<file path="config.mk">
export PLATFORM = sky130hd
export DESIGN_NAME = rotary_encoder_scanner
export DESIGN_NICKNAME = d
export VERILOG_FILES = /design/src/rtl/rotenc_pkg.sv /design/src/rtl/rotenc_cfg_regs.sv /design/src/rtl/rotenc_core.sv /design/src/rtl/rotenc_out_reg.sv /design/src/rtl/rotary_encoder_scanner.sv
export SDC_FILE = /design/constraint.sdc
export NUM_CORES = 1
export LEC_CHECK = 0
export BUFFER_PORTS_ARGS = -buffer_cell sky130_fd_sc_hd__buf_2
export CORE_AREA = 2 2 77 79
export CTS_BUF_LIST = sky130_fd_sc_hd__clkbuf_8
export DETAILED_ROUTE_END_ITERATION = 10
export DIE_AREA = 0 0 79 81
export HOLD_SLACK_MARGIN = 0.05
export PLACE_DENSITY = 0.91
export SLEW_MARGIN = 20
export SYNTH_ARGS = -nofsm -noshare
export SYNTH_HDL_FRONTEND = slang
export SYNTH_SLANG_ARGS = --single-unit
</file>
<file path="constraint.sdc">
create_clock -name clk_i -period 2.65 [get_ports clk_i]
set_clock_uncertainty 0.05 [all_clocks]
set_input_delay 0.1325 -clock clk_i [delete_from_list [all_inputs] [get_ports clk_i]]
set_output_delay 0.1325 -clock clk_i [all_outputs]
set_load 0.05 [all_outputs]
</file>
<file path="src/rtl/rotenc_pkg.sv">
// ----------------------------------------------------------------------------
// rotenc_pkg
// shared types and constants for the rotary encoder scanner
// ----------------------------------------------------------------------------
`default_nettype none

package rotenc_pkg;

  localparam int unsigned PosW  = 8;
  localparam int unsigned AddrW = 3;
  localparam int unsigned DataW = 32;

  localparam logic [PosW-1:0] PosReset = 8'd20;
  localparam logic [PosW-1:0] MinReset = 8'd0;
  localparam logic [PosW-1:0] MaxReset = 8'd40;

  // register index, taken from paddr[2]
  localparam logic RegPosMin = 1'b0;
  localparam logic RegPosMax = 1'b1;

  typedef enum logic [2:0] {
    EV_IDLE    = 3'd0,
    EV_PUSH    = 3'd1,
    EV_RELEASE = 3'd2,
    EV_CW      = 3'd3,
    EV_CCW     = 3'd4
  } event_e;

  typedef enum logic {
    MODE_SCAN = 1'b0,
    MODE_READ = 1'b1
  } mode_e;

  typedef struct packed {
    mode_e mode;
    logic  button_level;
    logic  chan_a_level;
    logic  chan_b_level;
  } item_t;

  typedef struct packed {
    event_e            event_res;
    logic [PosW-1:0]   position;
  } result_t;

  typedef struct packed {
    logic [PosW-1:0] position_min;
    logic [PosW-1:0] position_max;
  } cfg_t;

endpackage

`default_nettype wire

</file>
<file path="src/rtl/rotenc_cfg_regs.sv">
// ----------------------------------------------------------------------------
// rotenc_cfg_regs
// apb register file holding the position limits
// ----------------------------------------------------------------------------
`default_nettype none

module rotenc_cfg_regs (
  input  wire logic                            clk_i,
  input  wire logic                            rst_ni,
  input  wire logic                            psel,
  input  wire logic                            penable,
  input  wire logic                            pwrite,
  input  wire logic [rotenc_pkg::AddrW-1:0]    paddr,
  input  wire logic [rotenc_pkg::DataW-1:0]    pwdata,
  output logic      [rotenc_pkg::DataW-1:0]    prdata,
  output logic                                 pready,
  output rotenc_pkg::cfg_t                     cfg_o
);

  logic [rotenc_pkg::PosW-1:0] min_q, min_d;
  logic [rotenc_pkg::PosW-1:0] max_q, max_d;
  logic                        wr_en;

  assign pready = 1'b1;
  assign wr_en  = psel & penable & pwrite & pready;

  always_comb begin
    min_d = min_q;
    max_d = max_q;
    if (wr_en) begin
      unique case (paddr[2])
        rotenc_pkg::RegPosMin: min_d = pwdata[rotenc_pkg::PosW-1:0];
        rotenc_pkg::RegPosMax: max_d = pwdata[rotenc_pkg::PosW-1:0];
        default: ;
      endcase
    end
  end

  always_ff @(posedge clk_i or negedge rst_ni) begin
    if (!rst_ni) begin
      min_q <= rotenc_pkg::MinReset;
      max_q <= rotenc_pkg::MaxReset;
    end else begin
      min_q <= min_d;
      max_q <= max_d;
    end
  end

  always_comb begin
    prdata = '0;
    unique case (paddr[2])
      rotenc_pkg::RegPosMin: prdata[rotenc_pkg::PosW-1:0] = min_q;
      rotenc_pkg::RegPosMax: prdata[rotenc_pkg::PosW-1:0] = max_q;
      default: ;
    endcase
  end

  assign cfg_o.position_min = min_q;
  assign cfg_o.position_max = max_q;

endmodule

`default_nettype wire

</file>
<file path="src/rtl/rotenc_core.sv">
// ----------------------------------------------------------------------------
// rotenc_core
// decoder state and the per-word update logic
// ----------------------------------------------------------------------------
`default_nettype none

module rotenc_core (
  input  wire logic               clk_i,
  input  wire logic               rst_ni,
  input  wire logic               step_i,
  input  rotenc_pkg::item_t       item_i,
  input  rotenc_pkg::cfg_t        cfg_i,
  output rotenc_pkg::result_t     result_o
);

  logic                        started_q, started_d;
  logic                        armed_q, armed_d;
  logic                        a_prev_q, a_prev_d;
  logic [rotenc_pkg::PosW-1:0] pos_q, pos_d;
  rotenc_pkg::event_e          pend_q, pend_d;
  rotenc_pkg::event_e          ev_out;

  always_comb begin
    started_d = started_q;
    armed_d   = armed_q;
    a_prev_d  = a_prev_q;
    pos_d     = pos_q;
    pend_d    = pend_q;
    ev_out    = pend_q;
    if (item_i.mode == rotenc_pkg::MODE_READ) begin
      pend_d = rotenc_pkg::EV_IDLE;
    end else if (!started_q) begin
      // first tick only captures channel a
      started_d = 1'b1;
      a_prev_d  = item_i.chan_a_level;
    end else begin
      if (!item_i.button_level) begin
        if (armed_q) begin
          armed_d = 1'b0;
          pend_d  = rotenc_pkg::EV_PUSH;
        end
      end else if (!armed_q) begin
        armed_d = 1'b1;
        pend_d  = rotenc_pkg::EV_RELEASE;
      end
      // rotation overrides a button event
      if (item_i.chan_a_level != a_prev_q) begin
        if (item_i.chan_a_level != item_i.chan_b_level) begin
          if (pos_q < cfg_i.position_max) begin
            pos_d = pos_q + 1'b1;
          end
          pend_d = rotenc_pkg::EV_CW;
        end else begin
          if (pos_q > cfg_i.position_min) begin
            pos_d = pos_q - 1'b1;
          end
          pend_d = rotenc_pkg::EV_CCW;
        end
      end
      a_prev_d = item_i.chan_a_level;
    end
    if (item_i.mode == rotenc_pkg::MODE_SCAN) begin
      ev_out = pend_d;
    end
  end

  always_ff @(posedge clk_i or negedge rst_ni) begin
    if (!rst_ni) begin
      started_q <= 1'b0;
      armed_q   <= 1'b1;
      a_prev_q  <= 1'b0;
      pos_q     <= rotenc_pkg::PosReset;
      pend_q    <= rotenc_pkg::EV_IDLE;
    end else if (step_i) begin
      started_q <= started_d;
      armed_q   <= armed_d;
      a_prev_q  <= a_prev_d;
      pos_q     <= pos_d;
      pend_q    <= pend_d;
    end
  end

  assign result_o.event_res = ev_out;
  assign result_o.position  = pos_d;

endmodule

`default_nettype wire

</file>
<file path="src/rtl/rotenc_out_reg.sv">
// ----------------------------------------------------------------------------
// rotenc_out_reg
// result register with valid/ready handshake
// ----------------------------------------------------------------------------
`default_nettype none

module rotenc_out_reg (
  input  wire logic               clk_i,
  input  wire logic               rst_ni,
  input  wire logic               load_i,
  input  rotenc_pkg::result_t     result_i,
  output logic                    can_load_o,
  output logic                    out_valid_o,
  input  wire logic               out_ready_i,
  output rotenc_pkg::result_t     result_o
);

  logic                valid_q, valid_d;
  rotenc_pkg::result_t data_q;

  assign can_load_o = ~valid_q | out_ready_i;

  always_comb begin
    valid_d = valid_q;
    if (load_i) begin
      valid_d = 1'b1;
    end else if (out_ready_i) begin
      valid_d = 1'b0;
    end
  end

  always_ff @(posedge clk_i or negedge rst_ni) begin
    if (!rst_ni) begin
      valid_q <= 1'b0;
    end else begin
      valid_q <= valid_d;
    end
  end

  always_ff @(posedge clk_i) begin
    if (load_i) begin
      data_q <= result_i;
    end
  end

  assign out_valid_o = valid_q;
  assign result_o    = data_q;

endmodule

`default_nettype wire

</file>
<file path="src/rtl/rotary_encoder_scanner.sv">
// ----------------------------------------------------------------------------
// rotary_encoder_scanner
// quadrature decoder with push button events and a saturating position count
// ----------------------------------------------------------------------------
//
// channel   handshake                   payload
// -------   -------------------------   -------------------------------------
// in        in_valid_i / in_ready_o     mode, button, channel a and b levels
// out       out_valid_o / out_ready_i   event_res, position
// cfg       apb psel/penable/pready     position_min (0x0), position_max (0x4)
//
// an accepted word sits in the input register while the decode logic works on
// it, and its result is written to the result register as the word leaves
// one word is accepted every cycle while the output side keeps taking results
// reset clears both valid flags and loads the decoder state; no clearing pass
// a stall at the output holds the result register, then the input register,
// then drops in_ready_o; nothing is lost or repeated
//
`default_nettype none

module rotary_encoder_scanner (
  input  wire logic        clk_i,
  input  wire logic        rst_ni,

  // input words
  input  wire logic        in_valid_i,
  output logic             in_ready_o,
  input  wire logic        mode_i,
  input  wire logic        button_level_i,
  input  wire logic        chan_a_level_i,
  input  wire logic        chan_b_level_i,

  // result words
  output logic             out_valid_o,
  input  wire logic        out_ready_i,
  output logic [2:0]       event_res_o,
  output logic [7:0]       position_o,

  // configuration
  input  wire logic        psel,
  input  wire logic        penable,
  input  wire logic        pwrite,
  input  wire logic [2:0]  paddr,
  input  wire logic [31:0] pwdata,
  output logic      [31:0] prdata,
  output logic             pready
);

  rotenc_pkg::cfg_t    cfg;
  rotenc_pkg::item_t   in_item;
  rotenc_pkg::item_t   s1_item_q;
  logic                s1_valid_q, s1_valid_d;
  logic                s1_advance;
  logic                in_fire;
  logic                out_can_load;
  rotenc_pkg::result_t core_result;
  rotenc_pkg::result_t out_result;

  rotenc_cfg_regs u_cfg_regs (
    .clk_i   (clk_i),
    .rst_ni  (rst_ni),
    .psel    (psel),
    .penable (penable),
    .pwrite  (pwrite),
    .paddr   (paddr),
    .pwdata  (pwdata),
    .prdata  (prdata),
    .pready  (pready),
    .cfg_o   (cfg)
  );

  // input register: the word moves on as soon as the result register has room
  assign s1_advance = s1_valid_q & out_can_load;
  assign in_ready_o = ~s1_valid_q | s1_advance;
  assign in_fire    = in_valid_i & in_ready_o;

  assign in_item.mode         = rotenc_pkg::mode_e'(mode_i);
  assign in_item.button_level = button_level_i;
  assign in_item.chan_a_level = chan_a_level_i;
  assign in_item.chan_b_level = chan_b_level_i;

  always_comb begin
    s1_valid_d = s1_valid_q;
    if (in_fire) begin
      s1_valid_d = 1'b1;
    end else if (s1_advance) begin
      s1_valid_d = 1'b0;
    end
  end

  always_ff @(posedge clk_i or negedge rst_ni) begin
    if (!rst_ni) begin
      s1_valid_q <= 1'b0;
    end else begin
      s1_valid_q <= s1_valid_d;
    end
  end

  always_ff @(posedge clk_i) begin
    if (in_fire) begin
      s1_item_q <= in_item;
    end
  end

  // decoder state updates exactly once per word, when it leaves the input register
  rotenc_core u_core (
    .clk_i    (clk_i),
    .rst_ni   (rst_ni),
    .step_i   (s1_advance),
    .item_i   (s1_item_q),
    .cfg_i    (cfg),
    .result_o (core_result)
  );

  rotenc_out_reg u_out_reg (
    .clk_i       (clk_i),
    .rst_ni      (rst_ni),
    .load_i      (s1_advance),
    .result_i    (core_result),
    .can_load_o  (out_can_load),
    .out_valid_o (out_valid_o),
    .out_ready_i (out_ready_i),
    .result_o    (out_result)
  );

  assign event_res_o = out_result.event_res;
  assign position_o  = out_result.position;

endmodule

`default_nettype wire

</file>
==> summary.md, run 1 <==
| Metric | Value |
|---|---|
| Run status | `completed` |
| Total track usage | `0.1887` |
| N_diodes | `0` |
| Die Ht | `just over 80 um` |
| Total net switching power | `around 1300 uW` |
| Async set or reset register ratio after synthesis | `0.6809` |
| Critical Path Start Type | `flop` |
| Commonest non-fill, non-tap cell in the layout | `buf_2` |
| Io pins | `92` |
| Die area | `6399 um2` |
| Seq cells post-synth | `47` |
| Die Width | `79 um` |
| Arrival time of the worst setup path | `2.49 ns` |
| Max-slew headroom | `0.4947` |
| Aggregate routed wire length | `5919 um` |
| GPL Wtd Cong | `0.8806` |
| Clock latency at the later pin of the worst-skew pair | `0.30 ns` |
| WP data required | `2.65 ns` |
| Synthesized instance count | `around 280` |
| Post-CTS setup buffers | `0` |
| Pins Over Slew Limit | `0` |
| Worst hold path type | `in -> reg` |
| Switching part of the total | `0.4117` |
| Clk sinks | `47` |
| ANT nets after route | `0` |
| Final Setup Violations | `0` |
| Post-route DRC | `0` |
| Root buf cell | `clkbuf_8` |
| Gr ovfl total | `0` |
| Final min period | `2.487 ns` |
| Register area share after synthesis | `0.4339` |
| Synth cell types | `a little over 50` |
| DR pass1 iterations | `4` |
| Slowest-stage cell, CP | `dfstp_2` |
| DR vias | `between 2000 and 2500` |
| Initial core utilization | `0.5106` |
| Power per cell area | `902.3 nW/um2` |
| Crit path capture type | `flop` |
| First-pass GRT wire length | `9522 um` |
| Int Pwr | `1790 uW` |
| Synth warn | `0` |
| RSZ-0062 raised after global routing | `no` |
| Final net count | `395` |
| Syn Std Cell Area | `2898 um2` |
| Share of layout cells above drive strength 1 | `0.2703` |
| Vias per cell | `5.436` |
| Setup Total Neg Slack | `0 ns` |
| Worst-margin pin slew | `0.7579 ns` |
| Syn avg cell area | `between 10 and 15 um2` |
| Layout Cells excl Fill | `408` |
| # rows | `28` |
| LEAKAGE | `0.001525 uW` |
| Cells after DPL | `slightly below 400` |
| Core Area | `5675 um2` |
| Final period util | `0.9386` |
| Commonest cells after routing, fill and taps aside | `40 x buf_2, 27 x dfrtp_1, 25 x conb_1, 22 x nand2_1, 19 x mux2_2` |
| Highest Clock Rate | `402.0 MHz` |
| CP max FO | `8` |
| CTS tree | `done` |
| Slowest stage delay, CP | `roughly 0.63 ns` |
| Combinational power share | `0.426` |
| Area growth, synth to finish | `16.36%` |
| H-Tree Depth | `2` |
| Final Hold Fails | `0` |
| Clock buffer count from CTS | `5` |
| Initial antenna violation count | `0` |
| Drt wl/cell | `14.51 um` |
| DRT iter0 DRCs | `173` |
| Synth Flop Type | `dfrtp_1` |
| PortBufs | `40` |
| Critical path type | `reg -> reg` |
| Max cap viols | `0` |
| Dpl hpwl | `4037 um` |
| Clk network pwr share | `0.203` |
| Clock-pin slew on the worst setup and hold paths | `0.09 ns` |
| Largest net degree at the start of global routing | `33` |
| Vias in the first global route | `2113` |
| Clk buf depth | `2` |
| Worst vdd ir | `395.0 uV` |
| Sequential power share | `0.371` |
| Critical path cell sequence | `ha_1 > a21o_1 > a221oi_1 > o21ai_2 > nor2_1 > buf_4 > o211ai_1 > xnor2_1` |
| Number of flops mapped to enable cells by yosys | `15` |
sequential cells by signal, indices dropped and copies added, names as in the netlist:
register,flops
u_out_reg.result_o,11
u_cfg_regs.max_q,8
u_cfg_regs.min_q,8
u_core.pos_q,8
s1_item_q,4
u_core.pend_q,3
s1_valid_q,1
u_core.a_prev_q,1
u_core.armed_q,1
u_core.started_q,1
u_out_reg.out_valid_o,1
worst paths after layout:
kind	start	to	slack, ns	cells after the start
max reg2reg	u_core.pos_q[4]	u_out_reg.result_o[5]	0.16	8
min reg2reg	s1_valid_q	u_out_reg.out_valid_o	0.46	1
max in group asynchronous	rst_ni	u_cfg_regs.max_q[4]	1.68	2
max	u_core.pos_q[4]	u_out_reg.result_o[5]	0.16	8
min	out_ready_i	u_out_reg.out_valid_o	0.06	3
min in group asynchronous	rst_ni	u_out_reg.out_valid_o	0.38	2
cell type report:
| cell class | instances | area, um2 |
|---|---|---|
| clock buffers | 5 | 68.82 |
| inverters | 20 | 75.07 |
| repair buffers | 57 | 362.8 |
| multi-input cells | 201 | 1446 |
| flip-flops and latches | 47 | 1257 |
| fillers | 455 | 2303 |
| clock inverters | 3 | 67.56 |
| well taps | 75 | 93.84 |
synthesized netlist by cell type (2+ instances only):
cell type | number | area (um2)
dfrtp_1 | 27 | 675.7
buf_4 | 25 | 187.7
nand2_1 | 22 | 82.58
mux2_2 | 19 | 214.0
inv_1 | 18 | 67.56
ha_1 | 17 | 212.7
edfxtp_1 | 15 | 450.4
xnor2_1 | 14 | 122.6
o21ai_0 | 13 | 65.06
o21ai_1 | 10 | 50.05
nor2_1 | 8 | 30.03
a31oi_1 | 6 | 37.54
a21o_1 | 5 | 37.54
clkbuf_1 | 5 | 18.77
dfstp_2 | 5 | 131.4
nand2b_1 | 5 | 31.28
nand3_1 | 5 | 25.02
nand4_1 | 5 | 31.28
o211ai_1 | 5 | 37.54
a21oi_1 | 4 | 20.02
and3_1 | 3 | 18.77
nand3b_1 | 3 | 22.52
nor3_1 | 3 | 15.01
or3_1 | 3 | 18.77
conb_1 | 2 | 7.510
inv_2 | 2 | 7.510
nor3_2 | 2 | 20.02
xor2_2 | 2 | 32.53
per-stage QoR:
stage | utilization | instance area [um2] | hold WS [ns] | worst slack [ns] | total power (uW)
global placement | 0.5445 | 3090 | 0.1745 | 0.2149 | 2318
CTS | 0.5933 | 3367 | 0.05125 | 0.1577 | 3031
global route | 0.5941 | 3372 | 0.06709 | 0.02841 | 3213
detailed placement | 0.5445 | 3090 | 0.1871 | 0.1719 | 2388
finish | 0.5941 | 3372 | 0.06090 | 0.1627 | 3043
floorplan | - | 2984 | -0.2131 | 0.3596 | 2115
logic make-up (layout without fill, tap and decap cells):
kind of cell,after synthesis,after routing,synth area share
AO/OA/AOI/OAI,54,54,0.1209
XOR/XNOR,18,18,0.06218
adder cells (fa/ha/maj),17,17,0.07340
buffers and inverters,51,85,0.09844
flip-flops,47,47,0.4339
multiplexers,19,19,0.07384
other,2,25,0.002592
AND/OR/NAND/NOR,68,68,0.1347
routing by layer:
layer  part of all wire  routed length (um)  vias to the layer above  GRT usage
li1                   -                   -                     1038          -
met1               0.41                2443                     1083     0.2285
met2               0.51                3016                       76     0.3305
met3              0.046                 271                       21    0.03000
met4              0.032                 187                        0    0.08966
met5                  0                   0                        -          0
critical path, delay by kind of cell (launching register included):
family / cells / cell delay [ns]
compound gates: 4 / 0.80
xor+xnor: 1 / 0.15
fa+ha+maj: 1 / 0.27
buf+inv: 1 / 0.15
flops: 1 / 0.63
simple gates: 1 / 0.18
power by group through the flow:
stage	Clock, uW	Sequential [uW]	Combinational [uW]
floorplan	0	1200	915
global placement	0	1120	1190
detailed placement	0	1130	1250
CTS	630	1120	1280
global route	650	1150	1410
finish	619	1130	1300
timing repair:
action	4_1_cts	5_1_grt
hold buffers	14	0
gates resized for setup	0	1
endpoints found under the hold margin	48	0
setup endpoints to repair	0	1
Power figures use the tool's default switching activity.
==> inputs of run 2 (changes only) <==
- ABC_AREA: default -> 1
- CORE_AREA: 2 2 77 79 -> 2 2 78 80
- DIE_AREA: 0 0 79 81 -> 0 0 80 82
- PLACE_DENSITY: 0.91 -> 0.89
- clock period: 2.65 -> 2.6 ns (I/O delays scaled with it)
==> run 2 against run 1 <==
Cell count increased by 20%; die area is 2.5% higher; synthesized cell count up 31%; register-to-register slack better by 0.29 ns; highest routed layer unchanged.
==> summary.md, run 2 <==
| Metric | Value |
|---|---|
| H-Tree Depth | `2 (unchanged)` |
| Max-slew headroom | `0.5059 (+0.01114)` |
| Int Pwr | `1732 uW (-3.3%)` |
| Final period util | `0.8260 (-0.1126)` |
| Initial core utilization | `0.5072 (-0.003396)` |
| Synth Flop Type | `dfrtp_1` |
| Max cap viols | `0 (unchanged)` |
| Switching part of the total | `0.4543 (+0.04264)` |
| Run status | `completed` |
| FF-to-FF Start | `u_cfg_regs.max_q[5]` |
| Layout Cells excl Fill | `489 (+20%)` |
| Clk buf depth | `2 (unchanged)` |
| CP max FO | `5 (-3)` |
| Drt wl/cell | `11.90 um (-18%)` |
| Met1 wire length | `2290 um (-6.3%)` |
| Fillcell total | `506 (+11%)` |
| GPL Wtd Cong | `0.8786 (-0.23%)` |
| Aggregate routed wire length | `5820 um (-1.7%)` |
| DR pass1 iterations | `6 (+2)` |
| WP data required | `2.61 ns (-0.04 ns)` |
| Die Width | `80 um (+1.3%)` |
| Synth cell count leaders | `106 x nand2_1, 48 x inv_1, 31 x o21ai_0` |
| Final min period | `2.148 ns (-0.3396 ns)` |
| Cells after DPL | `470 (+22%)` |
| Dpl hpwl | `4238 um (+5.0%)` |
| Die area | `6560 um2 (+2.5%)` |
| Worst vdd ir | `404.7 uV (+2.5%)` |
| # rows | `28 (unchanged)` |
| Worst-margin pin slew | `0.7412 ns (-0.01672 ns)` |
| Syn Std Cell Area | `2914 um2 (+0.56%)` |
| Register area share after synthesis | `0.4315 (-0.002422)` |
| Synthesized instance count | `362 (+31%)` |
| WL met3 | `179 um (-34%)` |
| Seq cells post-synth | `47 (unchanged)` |
| WHS Path Cells | `3 (unchanged)` |
| Worst hold path type | `in -> reg` |
| Top cells by area, synth | `dfrtp_1 23%, edfxtp_1 15%, nand2_1 14%, ha_1 7.3%, buf_4 6.7%` |
| ANT nets after route | `0 (unchanged)` |
| Critical Path Start Type | `flop` |
| Clock buffer count from CTS | `5 (unchanged)` |
| FF-to-FF setup slack | `0.45 ns (+0.29 ns)` |
| Commonest cells after routing, fill and taps aside | `106 x nand2_1, 50 x inv_1, 40 x buf_2, 31 x o21ai_0, 27 x dfrtp_1` |
| Top sig layer | `met4` |
| Pwr Total | `3174 uW (+4.3%)` |
| Initial antenna violation count | `0 (unchanged)` |
| Clk sinks | `47 (unchanged)` |
| Share of layout cells above drive strength 1 | `0.1618 (-0.1084)` |
| Io pins | `92 (unchanged)` |
| Post-CTS setup buffers | `0 (unchanged)` |
| Placed Area | `3080 um2 (-0.32%)` |
| DRT iter0 DRCs | `146 (-16%)` |
| Total net switching power | `1442 uW (+15%)` |
| Arrival time of the worst setup path | `2.16 ns (-0.33 ns)` |
| RSZ-0062 raised after global routing | `no` |
| CTS tree | `done` |
| R2R cell count | `10 (+2)` |
| Metal2 WL | `3228 um (+7.0%)` |
| Die Ht | `82 um (+1.2%)` |
| Final net count | `476 (+21%)` |
| Top-count cell post-synth | `nand2_1` |
| Syn avg cell area | `8.050 um2 (-23%)` |
| Reg2Reg Capture Point | `u_out_reg.result_o[0]` |
| LEAKAGE | `0.001731 uW (+14%)` |
| Clock latency at the later pin of the worst-skew pair | `0.30 ns (about the same)` |
| Hold EP | `u_cfg_regs.min_q[1]` |
| Sequential power share | `0.368 (-0.003)` |
| Area growth, synth to finish | `13.14%` |
| PortBufs | `40 (unchanged)` |
| Gr ovfl total | `0 (unchanged)` |
| Yosys top cell by area | `dfrtp_1` |
| Pins Over Slew Limit | `0 (unchanged)` |
| Commonest non-fill, non-tap cell in the layout | `nand2_1` |
| Vias per cell | `4.838 (-11%)` |
| Final Hold Fails | `0 (unchanged)` |
| Post-synth top area share | `0.2319 (-0.001301)` |
| Finished Cell Area | `3297 um2 (-2.2%)` |
| Highest Clock Rate | `465.6 MHz (+16%)` |
| Post-route DRC | `0 (unchanged)` |
| Core Area | `5746 um2 (+1.2%)` |
| Number of flip-flops in the largest register | `11 (unchanged)` |
| Setup Total Neg Slack | `0 ns (unchanged)` |
| Hold path start | `pwdata[1]` |
| Root buf cell | `clkbuf_8` |
| Largest net degree at the start of global routing | `33 (unchanged)` |
| N_diodes | `0 (unchanged)` |
| Power per cell area | `962.6 nW/um2 (+6.7%)` |
| DR vias | `2366 (+6.7%)` |
| Final Setup Violations | `0 (unchanged)` |
| Synth cell types | `38 (-25%)` |
| Vias in the first global route | `2243 (+6.2%)` |
| Async set or reset register ratio after synthesis | `0.6809 (unchanged)` |
| First-pass GRT wire length | `9439 um (-0.87%)` |
| Clock-pin slew on the worst setup and hold paths | `0.08 ns (about the same)` |
| Total track usage | `0.1828 (-0.005851)` |
| Critical path type | `reg -> reg` |
| Number of flops mapped to enable cells by yosys | `15 (unchanged)` |
| Clk network pwr share | `0.161 (-0.042)` |
| Combinational power share | `0.471 (+0.045)` |
| Synth warn | `0 (unchanged)` |
| Crit path capture type | `flop` |
[run 2: cell count changes after synthesis, moves of 4 or more]
cell      change
inv_1        +30
nand3_1      +17
xnor2_1      -12
a21o_1        -4
o21ai_1       -9
nand2b_1      -5
mux2_2       -19
nand2_1      +84
o21ai_0      +18
a31oi_1       -6
[run 2: worst max path at each step]
stage,startpoint,to,depth (start not counted)
floorplan,u_cfg_regs.max_q[5],u_out_reg.result_o[1],10
global placement,u_core.pos_q[2],u_out_reg.result_o[0],12
detailed placement,u_cfg_regs.max_q[5],u_out_reg.result_o[0],10
CTS,u_cfg_regs.max_q[5],u_out_reg.result_o[0],10
global route,u_core.pos_q[2],u_out_reg.result_o[0],12
finish,u_cfg_regs.max_q[5],u_out_reg.result_o[0],10
[run 2: kinds of logic (layout without fill, tap and decap cells)]
logic type                 Yosys count  after routing  share of synthesized area
and+or+nand+nor                    162            162                     0.2465
buffers and inverters               84            113                     0.1451
AOI/OAI and AO/OA                   47             47                    0.09232
DFF                                 47             47                     0.4315
adders and majority gates           17             17                    0.07299
xor gates and xnor gates             3              3                   0.009018
other                                2             25                   0.002577
[run 2: timing repair]
action	CTS	global route
hold endpoints to repair	38	0
endpoints found under the setup margin	0	0
hold buffers	11	0
gates resized for setup	0	0
[run 2: critical path, stage by stage (launching register included)]
cell and delay [ns]:
dfstp_2 0.56, inv_1 0.05, ha_1 0.31, a21oi_1 0.15
o21a_1 0.17, nand2_2 0.08, nand2_2 0.08, inv_2 0.06
nor2_4 0.12, nand3_1 0.11, and2_1 0.17
[run 2: cell type report]
type / instances / area, um2 / share of cell area
clock buffer: 5 / 68.82 / 0.02087
clock inverter: 3 / 37.54 / 0.01139
inverter: 53 / 201.4 / 0.06110
multi-input combinational: 254 / 1320 / 0.4004
sequential: 47 / 1257 / 0.3814
tap: 75 / 93.84 / 0.02846
timing repair buffer: 52 / 317.8 / 0.09639
[run 2: stage by stage]
stage               utilization  hold slack [ns]  worst slack, ns
floorplan                     -          -0.2156           0.6713
global placement         0.5362           0.1753           0.5503
detailed placement       0.5362           0.1788           0.4964
CTS                      0.5738          0.05371           0.4756
global route             0.5738          0.06459           0.3086
finish                   0.5738          0.06002           0.4523
[run 2: power by group through the flow]
stage / clock network, uW / logic, uW / registers [uW]
detailed placement: 0 / 1470 / 1180
CTS: 520 / 1500 / 1160
global placement: 0 / 1410 / 1160
floorplan: 0 / 1050 / 1310
finish: 511 / 1500 / 1170
global route: 545 / 1670 / 1200
[run 2: layer usage]
metal / vias to the layer above / track usage
li1: 1208 / -
met2: 47 / 0.3575
met3: 10 / 0.02747
met4: 0 / 0.06441
met5: - / 0
met1: 1101 / 0.1994
==> inputs of run 3 (changes only) <==
- clock period: 2.6 -> 2.1 ns (I/O delays scaled with it)
==> run 3 against run 2 <==
The run now ends with setup timing left; first-iteration DRC count rose by 65%; critical path depth is the same; utilization rose by 3.4 points; wire length increased by 17%; worst hold slack better by 0.29 ns; clock-buffer cell count unchanged; maximum frequency is 1.4% higher; die area unchanged; highest routed layer unchanged; critical endpoint is now u_out_reg.result_o[5]; combinational power increased by 51%; flip-flop and latch count is the same.
==> summary.md, run 3 (synthesis results as in run 2) <==
| Metric | Value |
|---|---|
| Largest net degree at the start of global routing | `33 (unchanged)` |
| Run status | `finished with violations` |
| Arrival time of the worst setup path | `2.13 ns (-0.03 ns)` |
| H-Tree Depth | `2 (unchanged)` |
| Final Hold Fails | `0 (unchanged)` |
| Post-route DRC | `0 (unchanged)` |
| DR vias | `2628 (+11%)` |
| Vias per cell | `5.194 (+7.3%)` |
| Setup Total Neg Slack | `-0.01887 ns (-0.01887 ns)` |
| Gr ovfl total | `0 (unchanged)` |
| Clk buf depth | `2 (unchanged)` |
| Sequential power share | `0.336 (-0.032)` |
| Metal2 WL | `3549 um (+9.9%)` |
| Clock buffer count from CTS | `5 (unchanged)` |
| Area growth, synth to finish | `19.92%` |
| Initial antenna violation count | `0 (unchanged)` |
| Io pins | `92 (unchanged)` |
| Fin worst setup slack | `-0.01887 ns (-0.4712 ns)` |
| Met1 wire length | `2486 um (+8.6%)` |
| Die Width | `80 um (unchanged)` |
| Initial core utilization | `0.5072 (unchanged)` |
| Die area | `6560 um2 (unchanged)` |
| DRT iter0 DRCs | `241 (+65%)` |
| First-pass GRT wire length | `10200 um (+8.0%)` |
| Crit path capture type | `flop` |
| ANT nets after route | `0 (unchanged)` |
| WL met3 | `446 um (+150%)` |
| DR pass1 iterations | `4 (-2)` |
| N_diodes | `0 (unchanged)` |
| Max-slew headroom | `0.5103 (+0.004454)` |
| Total net switching power | `1972 uW (+37%)` |
| Drt wl/cell | `13.49 um (+13%)` |
| Clk sinks | `47 (unchanged)` |
| Highest Clock Rate | `471.9 MHz (+1.4%)` |
| WP data required | `2.11 ns (-0.50 ns)` |
| Dpl hpwl | `4239 um (about the same)` |
| Layout Cells excl Fill | `506 (+3.5%)` |
| Final net count | `493 (+3.6%)` |
| Int Pwr | `2225 uW (+28%)` |
| Violations in the final reports | `setup timing` |
| Die Ht | `82 um (unchanged)` |
| Clock latency at the later pin of the worst-skew pair | `0.31 ns (about the same)` |
| Critical Path Start Type | `flop` |
| Cells after DPL | `474 (+0.85%)` |
| Vias in the first global route | `2405 (+7.2%)` |
| Utilization after layout | `0.6082 (+0.03441)` |
| Number of flip-flops in the largest register | `11 (unchanged)` |
| Aggregate routed wire length | `6825 um (+17%)` |
| Commonest non-fill, non-tap cell in the layout | `nand2_1` |
| PortBufs | `40 (unchanged)` |
| Core Area | `5746 um2 (unchanged)` |
| Root buf cell | `clkbuf_8` |
| Max cap viols | `0 (unchanged)` |
| Worst vdd ir | `588.2 uV (+45%)` |
| LEAKAGE | `0.001793 uW (+3.6%)` |
| Worst hold path type | `in -> async` |
| Top sig layer | `met4` |
| Pins Over Slew Limit | `0 (unchanged)` |
| Switching part of the total | `0.4699 (+0.01557)` |
| Commonest cells after routing, fill and taps aside | `101 x nand2_1, 46 x inv_1, 40 x buf_2, 30 x o21ai_0, 25 x conb_1` |
| # rows | `28 (unchanged)` |
| Clk network pwr share | `0.124 (-0.037)` |
| CP max FO | `4 (-1)` |
| Critical path type | `reg -> reg` |
| Final period util | `1.009 (+0.1830)` |
| Clock-pin slew on the worst setup and hold paths | `0.09 ns (about the same)` |
| Final min period | `2.119 ns (-0.02880 ns)` |
| Total track usage | `0.1994 (+0.01659)` |
| Worst-margin pin slew | `0.7345 ns (-0.006681 ns)` |
| Combinational power share | `0.540 (+0.069)` |
| GPL Wtd Cong | `0.8984 (+2.3%)` |
| CTS tree | `done` |
| Share of layout cells above drive strength 1 | `0.2367 (+0.07482)` |
| Final Setup Violations | `1 (+1)` |
| Power per cell area | `1201 nW/um2 (+25%)` |
| Fillcell total | `453 (-10%)` |
-- run 3: path summary, 6_finish.rpt --
| check | startpoint | endpoint | slack (ns) | cells after the start |
|---|---|---|---|---|
| max | u_cfg_regs.min_q[6] | u_out_reg.result_o[5] | -0.02 | 10 |
| min | rst_ni | u_cfg_regs.min_q[6] | 0.35 | 2 |
| max reg2reg | u_cfg_regs.min_q[6] | u_out_reg.result_o[5] | -0.02 | 10 |
| min reg2reg | u_cfg_regs.min_q[3] | u_cfg_regs.min_q[3] | 0.45 | 2 |
| max in group asynchronous | rst_ni | u_core.pos_q[0] | 1.14 | 2 |
| min in group clk_i | u_cfg_regs.min_q[3] | u_cfg_regs.min_q[3] | 0.45 | 2 |
-- run 3: layout make-up --
class                   count  area, um2  share of cell area
well taps                  75      93.84             0.02685
flip-flops and latches     47       1262              0.3613
clock buffers               5      68.82             0.01969
multi-input cells         254       1401              0.4010
repair buffers             69      455.4              0.1303
inverters                  53      201.4             0.05764
clock inverters             3      11.26            0.003222
-- run 3: power by group through the flow --
stage	sequential [uW]	clock, uW	combinational (uW)
2_1_floorplan	1620	0	1300
3_3_place_gp	1410	0	1810
3_5_place_dp	1420	0	1890
4_1_cts	1400	521	1980
5_1_grt	1430	557	2480
6_report	1410	521	2270
-- run 3: stage by stage --
| stage | hold slack (ns) | setup slack, ns | instance area [um2] | total power, uW |
|---|---|---|---|---|
| finish | 0.3488 | -0.01887 | 3495 | 4197 |
| global route | 0.4368 | -0.07737 | 3495 | 4471 |
| CTS | 0.3781 | 0.003426 | 3368 | 3900 |
| detailed placement | 0.1591 | 0.01028 | 3110 | 3311 |
| global placement | 0.1528 | 0.06077 | 3110 | 3225 |
| floorplan | -0.2406 | 0.1713 | 3000 | 2925 |
-- run 3: layer usage --
metal  track usage  up-vias
met4        0.1119        0
li1              -     1237
met1        0.2165     1233
met3       0.03626       37
met2        0.3658      121
met5             0        -
-- run 3: repair_timing --
action,CTS,global route
pin swaps,9,11
gates resized for setup,1,23
hold buffers,15,0
endpoints found under the setup margin,3,15
gates cloned,0,0
endpoints found under the hold margin,46,0
buffers inserted,2,7
-- run 3: critical path: stages (launching register included) --
cell	delay (ns)
dfrtp_1	0.37
inv_1	0.09
ha_1	0.31
nand2_1	0.09
nor2_2	0.14
nand4_1	0.20
nand4_1	0.20
nand2_1	0.12
nand2_1	0.09
nand2_1	0.06
and2_1	0.14
